<file path="src/rtl/core/msp_pkg.sv">
// shared types and constants for the msp v1 frame receiver
// no dependencies
`default_nettype none

package msp_pkg;

    localparam int BYTE_W              = 8;
    localparam int MAX_PAYLOAD_DEFAULT = 64;
    localparam int LENGTH_W            = 7;
    localparam int BYTE_INDEX_W        = 6;
    localparam int M_TDATA_W           = 32;
    localparam int APB_ADDR_W          = 3;
    localparam int APB_DATA_W          = 32;

    localparam logic [BYTE_W-1:0] TIMEOUT_RESET = 8'd10;

    localparam logic [BYTE_W-1:0] CH_START  = 8'h24;
    localparam logic [BYTE_W-1:0] CH_M      = 8'h4D;
    localparam logic [BYTE_W-1:0] CH_TO_DEV = 8'h3E;
    localparam logic [BYTE_W-1:0] CH_TO_APP = 8'h3C;
    localparam logic [BYTE_W-1:0] CH_ERROR  = 8'h21;

    localparam logic KIND_BYTE = 1'b0;
    localparam logic KIND_TICK = 1'b1;

    localparam logic REG_TIMEOUT = 1'b0;

    typedef struct packed {
        logic              dir;
        logic              err;
        logic [BYTE_W-1:0] cmd;
        logic [BYTE_W-1:0] len;
    } frame_desc_t;

    typedef struct packed {
        logic full;
        logic empty;
        logic wr_slot;
        logic rd_slot;
    } queue_status_t;

endpackage

`default_nettype wire

</file>
<file path="src/rtl/core/msp_v1_frame_receiver_unit.sv">
// top level of the msp v1 frame receiver: apb register, parser, queue, replay
// depends on msp_pkg, msp_ram, msp_queue, msp_front, msp_back
`default_nettype none

// Takes one received byte or timer tick per cycle on the s_ stream and parses
// msp v1 frames; a frame with a good checksum is replayed on the m_ stream as
// one item per payload byte (one item for a zero-length frame). A payload item
// passes through a fetch state, for the registered read of the payload ram, and
// then a send state that presents it and holds it while m_tready is low.
// A frame's first item is offered once its descriptor is registered in the
// queue and the replay has gone from idle through fetch to send (idle to send
// for a zero-length frame); each frame's replay starts from the idle state.
// The payload ram holds two frame banks, so the next frame is received while
// the previous one replays; s_tready drops only while both banks hold frames
// not yet fully delivered. The timeout register sits at byte address 0 of the
// apb port and resets to 10 ticks.
module msp_v1_frame_receiver_unit #(
    parameter int MAX_PAYLOAD = msp_pkg::MAX_PAYLOAD_DEFAULT
) (
    input  wire logic                               aclk,
    input  wire logic                               aresetn,
    input  wire logic                               s_tvalid,
    output logic                                    s_tready,
    input  wire logic [7:0]                         s_tdata,  // rx_byte
    input  wire logic                               s_tuser,  // kind
    output logic                                    m_tvalid,
    input  wire logic                               m_tready,
    // direction, error_frame, command, length, payload_byte, byte_index, pad
    output logic      [msp_pkg::M_TDATA_W-1:0]      m_tdata,
    output logic                                    m_tuser,  // has_payload
    output logic                                    m_tlast,
    input  wire logic                               psel,
    input  wire logic                               penable,
    input  wire logic                               pwrite,
    input  wire logic [msp_pkg::APB_ADDR_W-1:0]     paddr,
    input  wire logic [msp_pkg::APB_DATA_W-1:0]     pwdata,
    output logic      [msp_pkg::APB_DATA_W-1:0]     prdata,
    output logic                                    pready
);

    localparam int IDX_W = (MAX_PAYLOAD > 1) ? $clog2(MAX_PAYLOAD) : 1;

    logic [msp_pkg::BYTE_W-1:0] timeout_reg;
    logic                       s_accept;
    logic                       ram_wr_en;
    logic [IDX_W:0]             ram_wr_addr;
    logic [msp_pkg::BYTE_W-1:0] ram_wr_data;
    logic                       ram_rd_en;
    logic [IDX_W:0]             ram_rd_addr;
    logic [msp_pkg::BYTE_W-1:0] ram_rd_data;
    logic                       q_push;
    logic                       q_pop;
    msp_pkg::frame_desc_t       push_desc;
    msp_pkg::frame_desc_t       head_desc;
    msp_pkg::queue_status_t     q_status;

    logic                                direction;
    logic                                error_frame;
    logic [msp_pkg::BYTE_W-1:0]          command;
    logic [msp_pkg::LENGTH_W-1:0]        length;
    logic [msp_pkg::BYTE_W-1:0]          payload_byte;
    logic [msp_pkg::BYTE_INDEX_W-1:0]    byte_index;

    assign pready = 1'b1;

    always_ff @(posedge aclk) begin
        if (!aresetn) begin
            timeout_reg <= msp_pkg::TIMEOUT_RESET;
        end else if (psel && penable && pwrite && pready
                     && paddr[2] == msp_pkg::REG_TIMEOUT) begin
            timeout_reg <= pwdata[msp_pkg::BYTE_W-1:0];
        end
    end

    assign prdata = (paddr[2] == msp_pkg::REG_TIMEOUT)
                  ? msp_pkg::APB_DATA_W'(timeout_reg) : '0;

    assign s_tready = !q_status.full;
    assign s_accept = s_tvalid && s_tready;

    msp_front #(
        .MAX_PAYLOAD(MAX_PAYLOAD)
    ) u_front (
        .aclk         (aclk),
        .aresetn      (aresetn),
        .item_valid   (s_accept),
        .kind         (s_tuser),
        .rx_byte      (s_tdata),
        .timeout_ticks(timeout_reg),
        .wr_slot      (q_status.wr_slot),
        .ram_wr_en    (ram_wr_en),
        .ram_wr_addr  (ram_wr_addr),
        .ram_wr_data  (ram_wr_data),
        .push         (q_push),
        .push_desc    (push_desc)
    );

    msp_ram #(
        .WIDTH(msp_pkg::BYTE_W),
        .DEPTH(2 ** (IDX_W + 1))
    ) u_payload_ram (
        .aclk   (aclk),
        .wr_en  (ram_wr_en),
        .wr_addr(ram_wr_addr),
        .wr_data(ram_wr_data),
        .rd_en  (ram_rd_en),
        .rd_addr(ram_rd_addr),
        .rd_data(ram_rd_data)
    );

    msp_queue u_queue (
        .aclk     (aclk),
        .aresetn  (aresetn),
        .push     (q_push),
        .push_desc(push_desc),
        .pop      (q_pop),
        .head_desc(head_desc),
        .status   (q_status)
    );

    msp_back #(
        .MAX_PAYLOAD(MAX_PAYLOAD)
    ) u_back (
        .aclk        (aclk),
        .aresetn     (aresetn),
        .head_desc   (head_desc),
        .q_status    (q_status),
        .pop         (q_pop),
        .ram_rd_en   (ram_rd_en),
        .ram_rd_addr (ram_rd_addr),
        .ram_rd_data (ram_rd_data),
        .res_valid   (m_tvalid),
        .res_ready   (m_tready),
        .direction   (direction),
        .error_frame (error_frame),
        .command     (command),
        .length      (length),
        .has_payload (m_tuser),
        .payload_byte(payload_byte),
        .byte_index  (byte_index),
        .last        (m_tlast)
    );

    assign m_tdata = {1'b0, byte_index, payload_byte, length, command,
                      error_frame, direction};

`ifndef SYNTHESIS
    a_bank_split: assert property (@(posedge aclk) disable iff (!aresetn)
        (ram_wr_en && ram_rd_en) |-> (ram_wr_addr[IDX_W] != ram_rd_addr[IDX_W]))
        else $error("payload write hits the bank being replayed");

    a_valid_has_frame: assert property (@(posedge aclk) disable iff (!aresetn)
        m_tvalid |-> !q_status.empty)
        else $error("result presented with no queued frame");

    a_pop_frees_slot: assert property (@(posedge aclk) disable iff (!aresetn)
        (m_tvalid && m_tready && m_tlast && !q_push) |=> !q_status.full)
        else $error("frame slot not released after last item");
`endif

endmodule

`default_nettype wire

</file>
<file path="src/rtl/core/msp_ram.sv">
// generic simple dual-port ram, one write and one registered read port
// no dependencies
`default_nettype none

module msp_ram #(
    parameter int WIDTH = 8,
    parameter int DEPTH = 128
) (
    input  wire logic                     aclk,
    input  wire logic                     wr_en,
    input  wire logic [$clog2(DEPTH)-1:0] wr_addr,
    input  wire logic [WIDTH-1:0]         wr_data,
    input  wire logic                     rd_en,
    input  wire logic [$clog2(DEPTH)-1:0] rd_addr,
    output logic      [WIDTH-1:0]         rd_data
);

    logic [WIDTH-1:0] mem_reg [DEPTH];

    always_ff @(posedge aclk) begin
        if (wr_en) begin
            mem_reg[wr_addr] <= wr_data;
        end
        if (rd_en) begin
            rd_data <= mem_reg[rd_addr];
        end
    end

endmodule

`default_nettype wire

</file>
<file path="src/rtl/core/msp_queue.sv">
// two-slot frame descriptor queue; slot number doubles as payload bank
// depends on msp_pkg
`default_nettype none

module msp_queue (
    input  wire logic                  aclk,
    input  wire logic                  aresetn,
    input  wire logic                  push,
    input  wire msp_pkg::frame_desc_t  push_desc,
    input  wire logic                  pop,
    output msp_pkg::frame_desc_t       head_desc,
    output msp_pkg::queue_status_t     status
);

    msp_pkg::frame_desc_t slot_reg [2];
    logic       wr_ptr_reg, wr_ptr_next;
    logic       rd_ptr_reg, rd_ptr_next;
    logic [1:0] count_reg, count_next;

    always_comb begin
        wr_ptr_next = wr_ptr_reg;
        rd_ptr_next = rd_ptr_reg;
        count_next  = count_reg;
        if (push) begin
            wr_ptr_next = ~wr_ptr_reg;
        end
        if (pop) begin
            rd_ptr_next = ~rd_ptr_reg;
        end
        if (push && !pop) begin
            count_next = count_reg + 2'd1;
        end else if (pop && !push) begin
            count_next = count_reg - 2'd1;
        end
    end

    always_ff @(posedge aclk) begin
        if (!aresetn) begin
            wr_ptr_reg <= 1'b0;
            rd_ptr_reg <= 1'b0;
            count_reg  <= 2'd0;
        end else begin
            wr_ptr_reg <= wr_ptr_next;
            rd_ptr_reg <= rd_ptr_next;
            count_reg  <= count_next;
        end
    end

    always_ff @(posedge aclk) begin
        if (push) begin
            slot_reg[wr_ptr_reg] <= push_desc;
        end
    end

    assign head_desc      = slot_reg[rd_ptr_reg];
    assign status.full    = (count_reg == 2'd2);
    assign status.empty   = (count_reg == 2'd0);
    assign status.wr_slot = wr_ptr_reg;
    assign status.rd_slot = rd_ptr_reg;

endmodule

`default_nettype wire

</file>
<file path="src/rtl/core/msp_front.sv">
// front end: frame parser, timeout, payload write and descriptor push
// depends on msp_pkg
`default_nettype none

module msp_front #(
    parameter int MAX_PAYLOAD = msp_pkg::MAX_PAYLOAD_DEFAULT,
    localparam int IDX_W = (MAX_PAYLOAD > 1) ? $clog2(MAX_PAYLOAD) : 1,
    localparam int CNT_W = $clog2(MAX_PAYLOAD + 1)
) (
    input  wire logic                          aclk,
    input  wire logic                          aresetn,
    input  wire logic                          item_valid,
    input  wire logic                          kind,
    input  wire logic [msp_pkg::BYTE_W-1:0]    rx_byte,
    input  wire logic [msp_pkg::BYTE_W-1:0]    timeout_ticks,
    input  wire logic                          wr_slot,
    output logic                               ram_wr_en,
    output logic      [IDX_W:0]                ram_wr_addr,
    output logic      [msp_pkg::BYTE_W-1:0]    ram_wr_data,
    output logic                               push,
    output msp_pkg::frame_desc_t               push_desc
);

    typedef enum logic [6:0] {
        ST_HUNT = 7'b0000001,
        ST_M    = 7'b0000010,
        ST_MARK = 7'b0000100,
        ST_LEN  = 7'b0001000,
        ST_CMD  = 7'b0010000,
        ST_DATA = 7'b0100000,
        ST_CS   = 7'b1000000
    } front_state_t;

    front_state_t state_reg, state_next, cur_state;

    logic                       dir_reg, dir_next;
    logic                       err_reg, err_next;
    logic [msp_pkg::BYTE_W-1:0] cmd_reg, cmd_next;
    logic [msp_pkg::BYTE_W-1:0] len_reg, len_next;
    logic [msp_pkg::BYTE_W-1:0] xor_reg, xor_next;
    logic [msp_pkg::BYTE_W-1:0] elapsed_reg, elapsed_next;
    logic [msp_pkg::BYTE_W-1:0] elapsed_inc;
    logic [CNT_W-1:0]           fill_reg, fill_next;
    logic [CNT_W-1:0]           fill_inc;

    assign fill_inc    = fill_reg + CNT_W'(1);
    assign elapsed_inc = (elapsed_reg != 8'hFF) ? elapsed_reg + 8'd1 : elapsed_reg;

    always_comb begin
        cur_state = state_reg;
        if (state_reg != ST_HUNT && elapsed_reg > timeout_ticks) begin
            cur_state = ST_HUNT;
        end
    end

    always_comb begin
        state_next   = state_reg;
        dir_next     = dir_reg;
        err_next     = err_reg;
        cmd_next     = cmd_reg;
        len_next     = len_reg;
        xor_next     = xor_reg;
        elapsed_next = elapsed_reg;
        fill_next    = fill_reg;
        ram_wr_en    = 1'b0;
        push         = 1'b0;
        if (item_valid) begin
            if (kind == msp_pkg::KIND_TICK) begin
                if (state_reg != ST_HUNT) begin
                    elapsed_next = elapsed_inc;
                    if (elapsed_inc > timeout_ticks) begin
                        state_next = ST_HUNT;
                    end
                end
            end else begin
                state_next = cur_state;
                case (cur_state)
                    ST_HUNT: begin
                        if (rx_byte == msp_pkg::CH_START) begin
                            dir_next     = 1'b0;
                            err_next     = 1'b0;
                            cmd_next     = '0;
                            len_next     = '0;
                            fill_next    = '0;
                            xor_next     = '0;
                            elapsed_next = '0;
                            state_next   = ST_M;
                        end
                    end
                    ST_M: begin
                        state_next = (rx_byte == msp_pkg::CH_M) ? ST_MARK : ST_HUNT;
                    end
                    ST_MARK: begin
                        if (rx_byte == msp_pkg::CH_TO_DEV) begin
                            dir_next   = 1'b0;
                            err_next   = 1'b0;
                            state_next = ST_LEN;
                        end else if (rx_byte == msp_pkg::CH_TO_APP) begin
                            dir_next   = 1'b1;
                            err_next   = 1'b0;
                            state_next = ST_LEN;
                        end else if (rx_byte == msp_pkg::CH_ERROR) begin
                            err_next   = 1'b1;
                            state_next = ST_LEN;
                        end else begin
                            state_next = ST_HUNT;
                        end
                    end
                    ST_LEN: begin
                        len_next   = rx_byte;
                        xor_next   = rx_byte;
                        state_next = ST_CMD;
                    end
                    ST_CMD: begin
                        cmd_next   = rx_byte;
                        xor_next   = xor_reg ^ rx_byte;
                        fill_next  = '0;
                        state_next = (len_reg == '0) ? ST_CS : ST_DATA;
                    end
                    ST_DATA: begin
                        ram_wr_en = 1'b1;
                        fill_next = fill_inc;
                        xor_next  = xor_reg ^ rx_byte;
                        if (fill_inc >= CNT_W'(MAX_PAYLOAD)) begin
                            state_next = ST_HUNT;
                        end
                        if (msp_pkg::BYTE_W'(fill_inc) == len_reg) begin
                            state_next = ST_CS;
                        end
                    end
                    ST_CS: begin
                        state_next = ST_HUNT;
                        push       = (xor_reg == rx_byte);
                    end
                    default: begin
                        state_next = ST_HUNT;
                    end
                endcase
            end
        end
    end

    always_ff @(posedge aclk) begin
        if (!aresetn) begin
            state_reg   <= ST_HUNT;
            dir_reg     <= 1'b0;
            err_reg     <= 1'b0;
            cmd_reg     <= '0;
            len_reg     <= '0;
            xor_reg     <= '0;
            elapsed_reg <= '0;
            fill_reg    <= '0;
        end else begin
            state_reg   <= state_next;
            dir_reg     <= dir_next;
            err_reg     <= err_next;
            cmd_reg     <= cmd_next;
            len_reg     <= len_next;
            xor_reg     <= xor_next;
            elapsed_reg <= elapsed_next;
            fill_reg    <= fill_next;
        end
    end

    assign ram_wr_addr   = {wr_slot, fill_reg[IDX_W-1:0]};
    assign ram_wr_data   = rx_byte;
    assign push_desc.dir = dir_reg;
    assign push_desc.err = err_reg;
    assign push_desc.cmd = cmd_reg;
    assign push_desc.len = len_reg;

endmodule

`default_nettype wire

</file>
<file path="src/rtl/core/msp_back.sv">
// back end: replays a queued frame as one result per payload byte (one result for a zero-length frame)
// depends on msp_pkg
`default_nettype none

module msp_back #(
    parameter int MAX_PAYLOAD = msp_pkg::MAX_PAYLOAD_DEFAULT,
    localparam int IDX_W = (MAX_PAYLOAD > 1) ? $clog2(MAX_PAYLOAD) : 1
) (
    input  wire logic                              aclk,
    input  wire logic                              aresetn,
    input  wire msp_pkg::frame_desc_t              head_desc,
    input  wire msp_pkg::queue_status_t            q_status,
    output logic                                   pop,
    output logic                                   ram_rd_en,
    output logic      [IDX_W:0]                    ram_rd_addr,
    input  wire logic [msp_pkg::BYTE_W-1:0]        ram_rd_data,
    output logic                                   res_valid,
    input  wire logic                              res_ready,
    output logic                                   direction,
    output logic                                   error_frame,
    output logic      [msp_pkg::BYTE_W-1:0]        command,
    output logic      [msp_pkg::LENGTH_W-1:0]      length,
    output logic                                   has_payload,
    output logic      [msp_pkg::BYTE_W-1:0]        payload_byte,
    output logic      [msp_pkg::BYTE_INDEX_W-1:0]  byte_index,
    output logic                                   last
);

    typedef enum logic [2:0] {
        B_IDLE  = 3'b001,
        B_FETCH = 3'b010,
        B_SEND  = 3'b100
    } back_state_t;

    back_state_t      state_reg, state_next;
    logic [IDX_W-1:0] idx_reg, idx_next;

    assign has_payload = (head_desc.len != '0);
    assign last = has_payload
                ? ((msp_pkg::BYTE_W'(idx_reg) + 8'd1) == head_desc.len) : 1'b1;

    always_comb begin
        state_next = state_reg;
        idx_next   = idx_reg;
        pop        = 1'b0;
        ram_rd_en  = 1'b0;
        case (state_reg)
            B_IDLE: begin
                if (!q_status.empty) begin
                    idx_next   = '0;
                    state_next = has_payload ? B_FETCH : B_SEND;
                end
            end
            B_FETCH: begin
                ram_rd_en  = 1'b1;
                state_next = B_SEND;
            end
            B_SEND: begin
                if (res_ready) begin
                    if (last) begin
                        pop        = 1'b1;
                        state_next = B_IDLE;
                    end else begin
                        idx_next   = idx_reg + IDX_W'(1);
                        state_next = B_FETCH;
                    end
                end
            end
            default: begin
                state_next = B_IDLE;
            end
        endcase
    end

    always_ff @(posedge aclk) begin
        if (!aresetn) begin
            state_reg <= B_IDLE;
            idx_reg   <= '0;
        end else begin
            state_reg <= state_next;
            idx_reg   <= idx_next;
        end
    end

    assign ram_rd_addr  = {q_status.rd_slot, idx_reg};
    assign res_valid    = (state_reg == B_SEND);
    assign direction    = head_desc.dir;
    assign error_frame  = head_desc.err;
    assign command      = head_desc.cmd;
    assign length       = msp_pkg::LENGTH_W'(head_desc.len);
    assign payload_byte = has_payload ? ram_rd_data : '0;
    assign byte_index   = has_payload ? msp_pkg::BYTE_INDEX_W'(idx_reg) : '0;

endmodule

`default_nettype wire
</file>
<file path="config.mk">
export PLATFORM = sky130hd
export DESIGN_NAME = msp_v1_frame_receiver_unit
export DESIGN_NICKNAME = d
export VERILOG_FILES = /design/src/rtl/core/msp_pkg.sv /design/src/rtl/core/msp_v1_frame_receiver_unit.sv /design/src/rtl/core/msp_ram.sv /design/src/rtl/core/msp_queue.sv /design/src/rtl/core/msp_front.sv /design/src/rtl/core/msp_back.sv
export SDC_FILE = /design/constraint.sdc
export NUM_CORES = 1
export LEC_CHECK = 0
export ABC_AREA = 0
export BUFFER_PORTS_ARGS = -buffer_cell sky130_fd_sc_hd__buf_2
export CORE_MARGIN = 1
export CORE_UTILIZATION = 30
export DETAILED_ROUTE_END_ITERATION = 10
export HOLD_SLACK_MARGIN = 0.02
export PLACE_DENSITY = 0.47
export SKIP_LAST_GASP = 1
export SYNTH_ARGS = -nofsm -noshare
export SYNTH_HDL_FRONTEND = slang
export SYNTH_HIERARCHICAL = 1
export SYNTH_SLANG_ARGS = --single-unit
</file>
<file path="constraint.sdc">
create_clock -name aclk -period 5 [get_ports aclk]
set_input_delay 0.25 -clock aclk [delete_from_list [all_inputs] [get_ports aclk]]
set_output_delay 0.25 -clock aclk [all_outputs]
set_load 0.01 [all_outputs]
</file>
# == Yosys cells after proc, flatten, opt, wreduce, memory -nomap -nowiden ==
# Memory sizes are Yosys's and may differ from the RTL's. A register that Yosys moved wholly into a read port is not among the register bits.
# Cells that the tools add are included.
# op_classes
n_reduce_logical,33
bitwise_logic,5
addsub,6
n_lt_le_gt_ge,3
n_eq_ne,29
muxes,62
# op_table
operator,count
2-to-1 mux 7 bit,11
2-to-1 mux 8 bit,7
one-hot mux 7 bit (6 select lines),1
"equality test 8 x 6 -> 1 bit, second input constant",4
one-hot mux 8 bit (2 select lines),2
2-to-1 mux 6 bit,4
one-hot mux 8 bit (3 select lines),1
AND reduction 4 bit,6
2-to-1 mux 1 bit,23
one-hot mux 7 bit (3 select lines),1
equality test 8 bit,2
> comparator 8 bit,2
nonzero test 2 bit,7
2-to-1 mux 3 bit,4
one-hot mux 6 bit (2 select lines),1
AND reduction 5 bit,2
one-hot mux 3 bit (3 select lines),1
"adder 8 x 1 -> 8 bit, second input constant",1
equality test 7 x 8 -> 1 bit,1
"equality test 8 x 7 -> 1 bit, second input constant",1
zero test 8 bit,1
"!= test 2 x 1 -> 1 bit, second input constant",4
"!= test 8 bit, second input constant",1
nonzero test 8 bit,1
other kinds (33),49
# word_totals
output_inout_bits,69
elab_cells,154
mem_bits_rw,1060
register_bits,69
memories,2
inputBits,51
# memory_table
name,words,word_bits,rd,rd_clocked_by_memory_dff,wr,line_no,text
u_payload_ram.mem_reg,128,8,1,1,1,msp_ram.sv:18,logic [WIDTH-1:0] mem_reg [DEPTH];
u_queue.slot_reg,2,18,1,1,1,msp_queue.sv:15,msp_pkg::frame_desc_t slot_reg [2];

# == Longest topological paths before layout ==
# Gate-level depths: netlist of run 1.
# logic_depth
ltp_word,11
mapped_depth,14
mapped_depth_nobuf,14

# == Cells and area by module ==
# The synthesis of run 1 kept the hierarchy.
# by_module_without_submodules
module,seq_area_each_um2,area_each_um2,cells_per_inst,n_inst
msp_ram,30989.7,39745.6,1635,1
msp_front,960.9,3344.5,420,1
msp_queue,1181.1,1530.2,80,1
msp_back,180.2,1038.5,135,1
msp_v1_frame_receiver_unit,160.2,633.1,75,1

# == Worst setup path after synthesis of run 1 ==
# OpenSTA, ideal clock, no wires.
# synth_timing
kind,register to register
from,register timeout_reg[1] (netlist name)
to,"memory u_queue/slot_reg[0][0] (netlist name), enable pin"
arrival_ns,2.995
path_buffers,2
path_slack_ns,1.609
setup_ns,0.396
synth_period_minus_slack_ns,3.391
required_ns,4.604
stages_incl_launch_ff,11
path_cell_list,dfxtp_1 inv_1 ha_1 nor2b_1 o211ai_1 a211o_1 and3_1 buf_2 buf_2 nor4b_1 nor2b_1
# synth_between
elab_chain_len,9
# synth_rtl
item,line_no,text
start: declaration,msp_v1_frame_receiver_unit.sv:43,logic [msp_pkg::BYTE_W-1:0] timeout_reg;
start signal: assignment,msp_v1_frame_receiver_unit.sv:68,timeout_reg <= msp_pkg::TIMEOUT_RESET;
start signal: assignment,msp_v1_frame_receiver_unit.sv:71,timeout_reg <= pwdata[msp_pkg::BYTE_W-1:0];
> comparator 8 bit,msp_front.sv:51,if (state_reg != ST_HUNT && elapsed_reg > timeout_ticks) begin
logical AND 1 bit,msp_front.sv:51,
2-to-1 mux 7 bit,msp_front.sv:51,
equality test 7 bit,msp_front.sv:77,case (cur_state)
2-to-1 mux 1 bit,msp_front.sv:77,
2-to-1 mux 1 bit,msp_front.sv:68,if (kind == msp_pkg::KIND_TICK) begin
2-to-1 mux 1 bit,msp_front.sv:67,if (item_valid) begin
net q_push,msp_v1_frame_receiver_unit.sv:51,logic q_push;
2-to-1 mux 1 bit,msp_queue.sv:50,if (push) begin
2-to-1 mux 1 bit (implied by the code),msp_queue.sv:51,slot_reg[wr_ptr_reg] <= push_desc;
end: declaration,msp_queue.sv:15,
# The timed path passes the listed nets, and every way through them passes these cells.

# == Worst setup path in the final report of run 1 ==
# layout_timing
from,register timeout_reg[1] (netlist name)
to,"memory u_payload_ram.mem_reg[24][4], enable pin"
# layout_between
elab_chain_len,9
# layout_rtl
item,line_no,text
> comparator 8 bit,msp_front.sv:51,
logical AND 1 bit,msp_front.sv:51,
2-to-1 mux 7 bit,msp_front.sv:51,
equality test 7 x 6 -> 1 bit,msp_front.sv:77,
2-to-1 mux 1 bit,msp_front.sv:77,
2-to-1 mux 1 bit,msp_front.sv:68,
2-to-1 mux 1 bit,msp_front.sv:67,
net ram_wr_en,msp_v1_frame_receiver_unit.sv:45,logic ram_wr_en;
2-to-1 mux 1 bit,msp_ram.sv:21,if (wr_en) begin
2-to-1 mux 1 bit (implied by the code),msp_ram.sv:22,mem_reg[wr_addr] <= wr_data;
end: declaration,msp_ram.sv:18,
# The timed path passes the listed nets, and every way through them passes these cells.

==> impl_metrics.toml, run 1 <==
[status]
status = "complete, no violations"

[placement]
gp_congestion = 0.7937
dp_slack_ps = 1158
io_buffers = 67
dp_hpwl_mm = 70.21

[critical_path]
worstReg2RegEnd = "u_payload_ram/mem_reg[24][4]"
r2r_start = "timeout_reg[1]"
cp-end-kind = "flip-flop"
ff2ff_setup_slack_ps = 1130
required_ps = 5320
arrival_ps = 4200
reg2reg_depth = 12
startpoint_type = "flip-flop"
setup.worst_path.class = "reg2reg"
cp_max_fo = 12

[yosys]
synth-edff-count = 1068
synthCells = 2345
synth_seq_area_share_pct = 72.31
ys_seq_elements = 1138
ys.flop_type = "edfxtp_1"
async_flop_share_pct = 0
syn_avg_cell_area_um2 = 19.74
synth_area_mm2 = 0.04629
ys_types = 83
yosysWarningCount = 6

[pwr]
powerDensity_mw_per_mm2 = 367.2
pwr-share-seq_pct = 53.5
power_leakage_uw = 0.01599
p_comb_share_pct = 1.2
p_int_uw = 15560
clock_power_share_pct = 45.3
ir_drop_mv = 0.3313
p_sw_share_pct = 19.98
p_switching_uw = 3884

[floorplan]
die_y_um = 394.8
io_pins = 120
die_w_um = 394.8
fp-row-count = 143
core_mm2 = 0.1526
die-area_mm2 = 0.1559
start_util_pct = 30.33

[final_layout]
final_cell_mix = "edfxtp_1, mux4_2, nor2_1, clkbuf_16, nand2_1"
largest_register_ffs = 1024
final_common_cell = "edfxtp_1"
syn_to_final_growth_pct = 14.39
drive_gt1_share_pct = 28.14
diodes = 0
final_nets = 2530
fin_util_pct = 34.70

[worst_hold_path]
min_from = "s_tdata[1]"
holdPathStages = 3
min_to = "u_front/len_reg[1]"
hp-class = "in2reg"

[sta]
final_max_slew_viol_count = 0
rsz0062_at_grt = "no"
postLayoutSetupSlackWorst_ps = 1126
period_needed_ps = 3874
setup_violations = 0
hold_violations = 0
finClkSkew_ps = 51.95
fin_setup_tns_ps = 0
clock.fmax_mhz = 258.1
post-route-period-util_pct = 77.47
relSlewSlack_pct = 23.79
tightest_slew_ps = 1142

[flow_run]
maxCapViolations = 0

[clock_network]
cts.sinks = 1138
cts_tree = "built"
cts_buffers = 116
root_buffer = "clkbuf_16"
h-tree-depth = 3
clk_latency_ps = 740
ctsLongestPathBuffers = 3
clk_pin_slew_ps = 60

[drt]
first_iter_violations = 1785
vias = 22670
drt-pass1-iter-count = 5
wl_per_cell_um = 24.90
ant_nets = 0
drc = 0
routed_via_density = 4.945
routed_wl_mm = 114.1

[global_routing]
grt_pass1_vias = 23580
gr-total-overflow = 0
grt_max_degree = 94
grt_first_pass_wirelength_mm = 166.8
gr-usage-all-layers_pct = 14.67
grt_antenna_before_repair = 5
## layer usage
metal	vias up	global-route usage, %	part of all wire, %
met2	619	24.95	51
met1	12190	19.44	43
met4	0	4.007	2.0
li1	9733	-	-
met5	-	0	0
met3	131	2.238	4.7
## stage by stage
stage / hold slack [ps] / area [um^2] / instances / power (uW)
5_1_grt: 69.82 / 52950 / 4585 / 20050
4_1_cts: 22.70 / 52950 / 4585 / 19690
3_3_place_gp: 435.9 / 48930 / 4359 / 10830
2_1_floorplan: 367.5 / 46380 / 2369 / 10730
3_5_place_dp: 441.5 / 48930 / 4359 / 10840
6_report: 55.08 / 52950 / 4585 / 19440
## power groups by stage
stage	combinational, uW	sequential (uW)	clock (uW)
after floorplan	128	10600	0
after global placement	224	10600	0
after detailed placement	238	10600	0
after CTS	245	10400	9050
after global routing	260	10400	9400
final	234	10400	8810
## kinds of logic (layout without fill, tap and decap cells)
logic type	Yosys count	in the layout	share of synthesized area, %
buf+inv	205	391	2.408
mux	374	374	17.25
simple gates	433	433	4.600
compound gates	141	141	2.257
xor+xnor	32	32	0.6217
flops	1138	1138	72.31
fa+ha+maj	20	20	0.5406
other cells	2	26	0.01622
## final cells by class
class,count,area (um^2)
fill,14140,99670
sequential,1138,33490
multi-input combinational,1026,11800
clock buffer,137,3003
tap,2030,2540
timing repair buffer,155,1146
clock inverter,77,895.9
inverter,22,82.58
## worst max-delay path, cell delays in order, from the launching register on
cell and delay [ps]:
dfxtp_1 360, inv_1 80, ha_1 300, nor2b_1 140, o211ai_1 170, a211o_1 290
nand2_1 190, nor3_1 250, buf_4 230, nor2b_1 320, nand2_1 120, buf_4 260
nor2_1 730
## Yosys cell counts (3+ instances only)
master | n | area share [%]
nand2b_1 | 6 | 0.081
a31o_2 | 6 | 0.11
a211oi_1 | 5 | 0.081
o21a_1 | 3 | 0.049
nor2b_1 | 23 | 0.31
clkbuf_1 | 62 | 0.50
nand3_1 | 29 | 0.31
nand4_1 | 12 | 0.16
and2b_2 | 9 | 0.17
a21o_1 | 4 | 0.065
edfxtp_1 | 1068 | 69
buf_2 | 21 | 0.23
o21ai_0 | 24 | 0.26
and2_1 | 23 | 0.31
o22ai_1 | 8 | 0.11
xnor2_1 | 13 | 0.25
buf_6 | 3 | 0.073
and3_1 | 11 | 0.15
nand2_1 | 81 | 0.66
nor3_1 | 25 | 0.27
nor2_1 | 166 | 1.3
or3_1 | 4 | 0.054
nand3b_1 | 10 | 0.16
mux4_2 | 336 | 16
a32oi_1 | 3 | 0.057
a22oi_1 | 8 | 0.13
ha_1 | 20 | 0.54
buf_4 | 79 | 1.3
dfxtp_1 | 70 | 3.0
a221o_1 | 3 | 0.065
o211ai_1 | 10 | 0.16
xor2_1 | 18 | 0.34
nor4_1 | 7 | 0.095
inv_1 | 21 | 0.17
mux2i_1 | 8 | 0.17
mux2_2 | 29 | 0.71
and3_2 | 3 | 0.049
a21oi_1 | 22 | 0.24
nand4b_1 | 4 | 0.076
buf_1 | 18 | 0.15
a31oi_1 | 8 | 0.11
a22o_1 | 13 | 0.25
## how the worst max path moves through the flow
stage,slack (ps),to,startpoint
after detailed placement,1160,u_payload_ram/rd_data[5],u_back/idx_reg[0]
after floorplan,1610,u_queue/slot_reg[0][0],timeout_reg[1]
after CTS,1120,u_payload_ram/mem_reg[64][0],timeout_reg[1]
final,1130,u_payload_ram/mem_reg[24][4],timeout_reg[1]
after global routing,850,u_payload_ram/mem_reg[28][4],timeout_reg[1]
after global placement,1150,u_payload_ram/mem_reg[54][1],timeout_reg[7]
## timing repair
| item | 4_1_cts | 5_1_grt |
|---|---|---|
| setup buffers | 0 | 0 |
| gates resized for setup | 0 | 0 |
| hold buffers | 12 | 0 |
| endpoints found under the hold margin | 22 | 0 |
Power figures use the tool's default switching activity.
==> inputs of run 2 (changes only) <==
--- a/config.mk
+++ b/config.mk
@@ -11,7 +11,7 @@
 export CORE_UTILIZATION = 30
 export DETAILED_ROUTE_END_ITERATION = 10
 export HOLD_SLACK_MARGIN = 0.02
-export PLACE_DENSITY = 0.47
+export PLACE_DENSITY = 0.49
 export SKIP_LAST_GASP = 1
 export SYNTH_ARGS = -nofsm -noshare
 export SYNTH_HDL_FRONTEND = slang
==> constraint.sdc (replaced) <==
create_clock -name aclk -period 3.4 [get_ports aclk]
set_input_delay 0.17 -clock aclk [delete_from_list [all_inputs] [get_ports aclk]]
set_output_delay 0.17 -clock aclk [all_outputs]
set_load 0.01 [all_outputs]
==> run 2 against run 1 <==
  * Sequential share of layout area is 2.2 points lower
  * Critical endpoint is now u_payload_ram/rd_data[5]
  * Non-clock buffer count is 196 higher
  * Wire length is 1.8% higher
  * Total power is 48% higher
  * Core utilization is 1.2 points higher
  * Highest routed layer unchanged
  * Clock skew is 38 ps lower
  * Flip-flop and latch count stayed put
  * Worst hold slack better by 49 ps
==> impl_metrics.toml, run 2 (synthesis gave the netlist of run 1 again) <==
[clock_network]
clk_pin_slew_ps = 60
clk_latency_ps = 700
cts_buffers = 118
cts.sinks = 1138
ctsLongestPathBuffers = 3
cts_tree = "built"
root_buffer = "clkbuf_16"
h-tree-depth = 3

[sta]
final_max_slew_viol_count = 0
post-route-period-util_pct = 95.21
rsz0062_at_grt = "no"
tightest_slew_ps = 1078
clock.fmax_mhz = 308.9
relSlewSlack_pct = 27.86
postLayoutSetupSlackWorst_ps = 162.8
finClkSkew_ps = 13.80
period_needed_ps = 3237
hold_violations = 0
setup_violations = 0

[worst_hold_path]
holdPathStages = 6
hp-class = "in2reg"
min_from = "s_tdata[7]"
min_to = "u_front/state_reg[2]"

[critical_path]
r2r_start = "u_back/idx_reg[0]"
worstReg2RegEnd = "u_payload_ram/rd_data[5]"
crit_chain = "buf_12 > buf_4 > mux4_2 > mux4_2 > mux4_2 > mux2_2"
reg2reg_depth = 6
ff2ff_setup_slack_ps = 160
slowest_delay_ps = 590
setup.worst_path.class = "reg2reg"
cp-end-kind = "flip-flop"
arrival_ps = 3690
startpoint_type = "flip-flop"
required_ps = 3850
cp_max_fo = 18
cp_common_cell = "mux4_2"
slowest_stage = "mux4_2"

[global_routing]
grt_pass1_vias = 24120
gr-total-overflow = 0
grt_antenna_before_repair = 8
grt_first_pass_wirelength_mm = 170.7
gr-usage-all-layers_pct = 14.89
grt_max_degree = 89

[drt]
drt-pass1-iter-count = 5
first_iter_violations = 2134
wl_per_cell_um = 24.26
routed_via_density = 4.931
ant_nets = 0
drc = 0
vias = 23600
routed_wl_mm = 116.2

[placement]
dp_hpwl_mm = 74.96
io_buffers = 67
dp_slack_ps = 46.22
gp_congestion = 0.8032
placed_cell_area_mm2 = 0.05053

[final_layout]
largest_register_ffs = 1024
final_common_cell = "edfxtp_1"
finish.instance_area_mm2 = 0.05485
fin_util_pct = 35.94
syn_to_final_growth_pct = 18.48
drive_gt1_share_pct = 33.26
final_nets = 2728
final_cell_mix = "edfxtp_1, mux4_2, buf_4, nor2_1, clkbuf_16"

[pwr]
powerDensity_mw_per_mm2 = 523.8
p_sw_share_pct = 19.54
ir_drop_mv = 0.4215
p_comb_share_pct = 1.3
power_leakage_uw = 0.01727
clock_power_share_pct = 45.4
p_total_uw = 28730
pwr-share-seq_pct = 53.2
p_int_uw = 23120
p_switching_uw = 5612

[floorplan]
die_w_um = 394.8
die_y_um = 394.8
io_pins = 120
die-area_mm2 = 0.1559
core_mm2 = 0.1526
fp-row-count = 143
start_util_pct = 30.33

[status]
status = "complete, no violations"

[flow_run]
maxCapViolations = 0
## run 2: stage by stage
stage | instances | hold WS (ps) | TNS (ps)
finish | 4787 | 104.2 | 0
global route | 4785 | 99.44 | 0
CTS | 4782 | 20.90 | -43.72
detailed placement | 4535 | 434.9 | 0
global placement | 4535 | 427.0 | 0
floorplan | 2369 | 287.5 | 0
## run 2: how the worst max path moves through the flow
stage	endpoint	slack (ps)	cells past startpoint	startpoint
floorplan	u_queue/slot_reg[0][0]	9	10	timeout_reg[1]
global placement	u_payload_ram/mem_reg[24][1]	80	14	timeout_reg[1]
detailed placement	u_payload_ram/mem_reg[24][2]	50	14	timeout_reg[1]
CTS	m_tdata[17]	-20	8	flip-flop
global route	m_tdata[19]	10	9	flip-flop
finish	u_payload_ram/rd_data[5]	160	6	u_back/idx_reg[0]
## run 2: area by class of cell
class                           instances  area [um^2]
Sequential cell                      1138        33490
Inverter                               22        86.33
Fill cell                           14040        97770
Antenna cell                            3        7.507
Tap cell                             2030         2540
Clock buffer                          159         3221
Timing Repair Buffer                  351         2960
Multi-Input combinational cell       1026        11860
Clock inverter                         58        686.9
## run 2: worst max-delay path, delay by kind of cell (launching register included)
family	cells	cell delay, ps
buffers and inverters	2	530
muxes	4	1920
DFF	1	490
## run 2: layer usage
| layer | track usage (%) | vias to the layer above | wire [um] |
|---|---|---|---|
| met5 | 0 | - | 0 |
| met4 | 3.717 | 0 | 2120 |
| met3 | 2.593 | 142 | 6655 |
| met2 | 23.97 | 676 | 55740 |
| met1 | 20.85 | 12640 | 51630 |
| li1 | - | 10150 | - |
## run 2: repair_timing
action,in CTS,in global routing
setup buffers,1,2
hold buffers,29,0
gates resized for setup,9,9
pin swaps,0,2
endpoints found under the hold margin,78,0
setup endpoints to repair,4,696
gates cloned,0,0
## run 2: power groups by stage
stage          clock network, uW  logic (uW)  registers, uW
2_1_floorplan                  0         189          15600
3_3_place_gp                   0         343          15600
3_5_place_dp                   0         365          15600
4_1_cts                    13400         388          15300
5_1_grt                    13900         412          15300
6_report                   13100         376          15300
